File: config.mk
export PLATFORM = sky130hd
export DESIGN_NAME = aotp_front
export DESIGN_NICKNAME = d
export VERILOG_FILES = /design/src/hdl/aotp_pkg.sv /design/src/hdl/aotp_front.sv
export SDC_FILE = /design/constraint.sdc
export NUM_CORES = 1
export LEC_CHECK = 0
export BUFFER_PORTS_ARGS = -buffer_cell sky130_fd_sc_hd__clkbuf_2
export CORE_UTILIZATION = 55
export CTS_BUF_LIST = sky130_fd_sc_hd__clkbuf_16
export DETAILED_ROUTE_END_ITERATION = 12
export GPL_TIMING_DRIVEN = 0
export HOLD_SLACK_MARGIN = 0.08
export PLACE_DENSITY = 0.83
export RECOVER_POWER = 25
export SETUP_SLACK_MARGIN = 0.4
export SYNTH_ARGS = -nofsm -noshare
export SYNTH_HDL_FRONTEND = slang
export SYNTH_SLANG_ARGS = --single-unit
export TNS_END_PERCENT = 100
File: constraint.sdc
create_clock -name i_clk -period 5.65 [get_ports i_clk]
set_clock_uncertainty 0.15 [all_clocks]
set_input_delay 1.4125 -clock i_clk [delete_from_list [all_inputs] [get_ports i_clk]]
set_output_delay 1.4125 -clock i_clk [all_outputs]
set_load 0.005 [all_outputs]
File: src/hdl/aotp_pkg.sv
package aotp_pkg;

    localparam int MaxStepsDefault = 255;

    localparam logic [2:0] RegUpFactor   = 3'd0;
    localparam logic [2:0] RegDownToN    = 3'd1;
    localparam logic [2:0] RegProbUp     = 3'd2;
    localparam logic [2:0] RegProbMid    = 3'd3;
    localparam logic [2:0] RegProbDown   = 3'd4;
    localparam logic [2:0] RegStepCount  = 3'd5;

    typedef struct packed {
        logic [31:0] spot;
        logic [31:0] strike;
        logic        func;
    } t_in;

    typedef struct packed {
        logic [31:0] option_value;
        logic        saturated;
    } t_out;

    function automatic logic [31:0] payoff(input logic [31:0] price,
                                           input logic [31:0] strike,
                                           input logic        put);
        logic [31:0] r;
        begin
            r = 32'd0;
            if (put) begin
                if (strike > price) r = strike - price;
            end else begin
                if (price > strike) r = price - strike;
            end
            return r;
        end
    endfunction

endpackage

File: src/hdl/aotp_front.sv
module aotp_front import aotp_pkg::*; #(
    parameter int MaxSteps = MaxStepsDefault
) (
    input  logic                        i_clk,
    input  logic                        i_rst_n,
    input  logic                        i_valid,
    output logic                        o_ready,
    input  t_in                         i_data,
    input  logic [7:0]                  i_step_count,
    output logic                        o_q_valid,
    input  logic                        i_q_pop,
    output t_in                         o_q_data,
    output logic [$clog2(MaxSteps+1)-1:0] o_q_steps
);
    localparam int SW = $clog2(MaxSteps + 1);

    logic [SW-1:0] w_n;
    logic [SW-1:0] r_steps [2];
    t_in           r_data  [2];
    logic [1:0]    r_cnt;
    logic          r_wp, r_rp;
    logic          w_push;

    // clamp the step count into one .. MaxSteps
    always_comb begin
        if (i_step_count == 8'd0) w_n = SW'(1);
        else if (32'(i_step_count) > 32'(MaxSteps)) w_n = SW'(MaxSteps);
        else w_n = SW'(i_step_count);
    end

    assign o_ready   = (r_cnt != 2'd2);
    assign w_push    = i_valid && o_ready;
    assign o_q_valid = (r_cnt != 2'd0);
    assign o_q_data  = r_data[r_rp];
    assign o_q_steps = r_steps[r_rp];

    always_ff @(posedge i_clk) begin
        if (!i_rst_n) begin
            r_cnt <= 2'd0;
            r_wp  <= 1'b0;
            r_rp  <= 1'b0;
        end else begin
            if (w_push) r_wp <= ~r_wp;
            if (i_q_pop) r_rp <= ~r_rp;
            r_cnt <= r_cnt + 2'(w_push) - 2'(i_q_pop);
        end
        if (w_push) begin
            r_data[r_wp]  <= i_data;
            r_steps[r_wp] <= w_n;
        end
    end

    assert property (@(posedge i_clk) disable iff (!i_rst_n)
        i_q_pop |-> o_q_valid) else $error("pop from empty queue");
    assert property (@(posedge i_clk) disable iff (!i_rst_n)
        r_cnt <= 2'd2) else $error("queue count overflow");
    assert property (@(posedge i_clk) disable iff (!i_rst_n)
        o_q_valid |-> (o_q_steps != '0)) else $error("zero step count queued");
endmodule

[Yosys cells after proc, flatten, opt, wreduce, memory -nomap -nowiden]
Memory sizes are Yosys's and may differ from the RTL's. A register that Yosys moved wholly into a read port is not among the register bits.
Index checks and enable logic that the tools add are counted.
Storage, ports and cells
  input bits: 77
  register bits after elaboration: 4
  RAM bits: 146
  word-level logic and storage cells: 20
  memories kept: 2
  output and inout port bits: 75
Operators by class
  equality and inequality tests: 1
  mux-type cells: 7
  bitwise gates (word level): 2
  reductions and logical operators: 3
  add/sub/neg operators: 2
Memories
  r_data: depth 2, width 65, read ports 1, clocked after memory_dff 1, wr ports 1, line aotp_front.sv:19  | t_in r_data [2];
  r_steps: depth 2, width 8, read ports 1, clocked after memory_dff 1, wr ports 1, line aotp_front.sv:18  | logic [SW-1:0] r_steps [2];
Operator list (count)
  $logic_not 8->1: 1
  $mux 8: 1
  $mux 1: 6
  $add 2x1->2: 1
  $ne 2x2->1 const B: 1
  $not 1->1: 2
  $reduce_bool 2->1: 1
  $sub 2x1->2: 1
  $logic_and 1x1->1: 1

[Longest topological paths before layout]
  word-level depth: 4
  gate-level depth with buffers: 7
  depth with buffers taken out: 7

[Least setup slack after synthesis]
Ideal clock, no wire load.
  kind: input to register
  from: in i_valid
  to: mem r_data[1][0] in the netlist's numbering (enable)
  data required time: 5061 ps
  arrival time: 3170 ps
  library setup time: 439 ps
  slack: 1891 ps
  stages: 1
  path through: and3_1
On the way
  longest elaborated chain between the ends: 3
RTL lines
  start, declared: line aotp_front.sv:6  | input logic i_valid,
  $logic_and 1x1->1: line aotp_front.sv:32  | assign w_push = i_valid && o_ready;
  $mux 1: line aotp_front.sv:47  | if (w_push) begin
  $mux 1 (implied by the code): line aotp_front.sv:48  | r_data[r_wp] <= i_data;
  end, declared: line aotp_front.sv:19
Every way passes these cells.

==> results.rst <==
.. list-table::
   :header-rows: 1

   * - Metric
     - Value
   * - Result of the run
     - finished clean
   * - Fraction of registers with async set/reset
     - 0
   * - Pins Over Slew Limit
     - 0
   * - H-Tree Level Count
     - 4
   * - Source-to-sink clock delay at the later pin of the worst-skew pair
     - 0.41 ns
   * - Setup-violating endpoint count in the final report
     - 0
   * - Max Cap Violations
     - 0
   * - Total number of yosys warnings
     - 0
   * - Critical Path Start Type
     - register
   * - Final hold violation count
     - 0
   * - Unique masters post-synth
     - 27
   * - Clock input transition at the sequential cells of the worst setup and hold paths
     - ~0.060 ns
   * - Horizontal extent of the die
     - between 100 and 150 um
   * - Post-CTS Setup Bufs
     - 0
   * - Total of flip-flops plus latches after synthesis
     - 151
   * - Number of instances in the synthesized netlist
     - roughly 270
   * - Final hold slack
     - between 0.4 and 0.5 ns
   * - Number of design rule violations left after detail routing
     - 0
   * - Critical Path RT
     - about 4.1 ns
   * - Input/output buffers
     - roughly 150
   * - Number of clock sinks
     - about 150
   * - Leakage power summed over all cells
     - roughly 2.7 nW
   * - Syn-to-layout area delta
     - 28.4%
   * - Number of global-route vias before repair
     - roughly 2800
   * - Unrepaired setup endpoints after global routing
     - false
   * - Worst slew slack as a fraction of its limit
     - 0.634
   * - Initial cell density of the core
     - 0.571
   * - HP Class
     - register to register
   * - Wire length of the first global-routing pass
     - between 10000 and 15000 um
   * - Row cnt
     - 36
   * - Number of synthesized flops with an enable pin
     - 146
   * - Initial antenna violation count
     - 0
   * - DRT Pass-1 Iters
     - 4
   * - Wirelength per Cell
     - approximately 16 um
   * - Synth Net Count
     - 343
   * - Die boundary height
     - just over 100 um
   * - Highest clock frequency the design can meet
     - around 0.32 GHz
   * - Antenna Cells
     - 0
   * - Core region area
     - slightly below 10000 um^2
   * - Period utilization
     - 0.557
   * - Worst setup path category
     - register to output pin
   * - Total power per unit cell area
     - roughly 400 nW/um^2
   * - Largest net degree at the start of global routing
     - 40
   * - Sequential fraction of the synthesis area
     - 0.800
   * - Placer Congestion
     - roughly 0.67
   * - Per-cell via count in the routed design
     - between 5 and 6
   * - Average cell area after synthesis
     - 21.1 um^2
   * - Cell area after synthesis
     - 5600 um^2
   * - Total via count in the routed design
     - between 2000 and 3000
   * - DRT Wirelength
     - ~9400 um
   * - IO Pins
     - about 150
   * - Total power of the final layout
     - roughly 2.9 mW
   * - CTS buffer count
     - 17
   * - Initial drt markers
     - about 110
   * - Max Fanout on Critical Path
     - 10
   * - Critical path capture point type
     - output pin
   * - Sum of overflow across all layers after global routing
     - 0
   * - Worst-Margin Slew
     - roughly 0.55 ns
   * - Worst voltage drop across the vdd grid
     - around 0.00024 V
   * - Tot GR Track Use
     - 0.182
   * - HPWL Detailed
     - a little over 6000 um
   * - Setup total negative slack
     - 0 ns
   * - Layout cell share with drive strength beyond 1
     - 0.520
   * - Clock tree root driver cell
     - clkbuf_16
   * - Max Root-Sink Buffers
     - 2
   * - Number of buffers added to fix hold violations after cts
     - 0
   * - Min Clock Period, post-route
     - around 3.1 ns
   * - TritonCTS clock tree
     - built
   * - Post-route ant nets
     - 0
   * - DIE AREA
     - 10600 um^2
   * - Nets
     - 515
   * - Post-synth top flop
     - edfxtp_1
   * - PostCTS Resize Cnt
     - 0
   * - WP data arrival
     - around 1.6 ns
==> state kept, by name (all words and copies together), names as in the netlist, named ones only <==
signal / cells
r_data: 130
r_steps: 16
r_cnt: 2
r_rp: 1
r_wp: 1
==> metal layers <==
metal | share of wire | wire [um] | global-route usage | vias up
met5 | 0 | 0 | 0 | -
met4 | 0.014 | 135 | 0.0856 | 0
met3 | 0.078 | 727 | 0.0807 | 12
met2 | 0.52 | 4910 | 0.313 | 114
met1 | 0.38 | 3600 | 0.192 | 1438
li1 | - | - | - | 1390
==> synth_stat cells (2+ instances only) <==
cell type / number / area share
buf_6: 7 / 0.014
clkbuf_1: 7 / 0.0047
dfxtp_1: 5 / 0.018
nand2_1: 2 / 0.0013
nand3b_1: 2 / 0.0027
edfxtp_1: 146 / 0.78
and2_1: 3 / 0.0033
mux2_2: 73 / 0.15
inv_1: 2 / 0.0013
==> stage by stage <==
stage | utilization | worst slack (ns) | instance area [um^2] | std cells
after floorplan | - | 1.89 | 5600 | 265
after global placement | 0.665 | 0.891 | 6530 | 549
after detailed placement | 0.669 | 2.69 | 6570 | 551
after CTS | 0.737 | 2.46 | 7240 | 583
after global routing | 0.733 | 2.42 | 7190 | 583
final | 0.733 | 2.50 | 7190 | 583
==> placed cells by master (no fill, tap or decap), drive strengths merged, types with 3 or more instances in the layout <==
cell type    n
and2         3
buf         11
bufinv       6
clkbuf     174
clkinv       4
dfxtp        5
edfxtp     146
inv          5
mux2        73
==> worst max-delay path: stages (launching register included) <==
cell and delay (ns):
dfxtp_1 0.31, buf_4 0.21, buf_6 0.19, mux2_2 0.34, clkbuf_2 0.12
==> where the power goes <==
part           internal, mW  total [mW]  switching (mW)
clock network         0.823        1.23           0.412
logic                 0.158       0.314           0.156
registers              1.34        1.36          0.0236
==> path summary, 6_finish.rpt <==
kind	from	to	slack, ns	cells past startpoint
max	register	o_q_data[26]	2.50	4
min	r_wp$_SDFFE_PN0P_	r_wp$_SDFFE_PN0P_	0.44	2
min reg2reg	r_wp$_SDFFE_PN0P_	r_wp$_SDFFE_PN0P_	0.44	2
max reg2reg	r_cnt[0]$_SDFF_PN0_	r_data[1][40]$_DFFE_PP_	3.68	3
==> cell families (layout without fill, tap and decap cells) <==
group           count (synthesis)  in the layout  synth area share
compound gates                  6              6           0.00938
fa+ha+maj                       1              1           0.00223
flops                         151            151             0.800
xor+xnor                        2              2           0.00313
simple gates                   14             14            0.0152
mux                            74             74             0.148
buf+inv                        17            202            0.0214
==> final cells by class <==
type                    count  area, um^2
flip-flops and latches    151        4480
fillers                   654        2630
multi-input cells          97        1000
repair buffers            153         754
clock buffers              17         425
clock inverters            15         236
well taps                 133         166
plain buffers              15         113
inverters                   2        10.0
No activity file was read; power rests on OpenSTA's default activity.
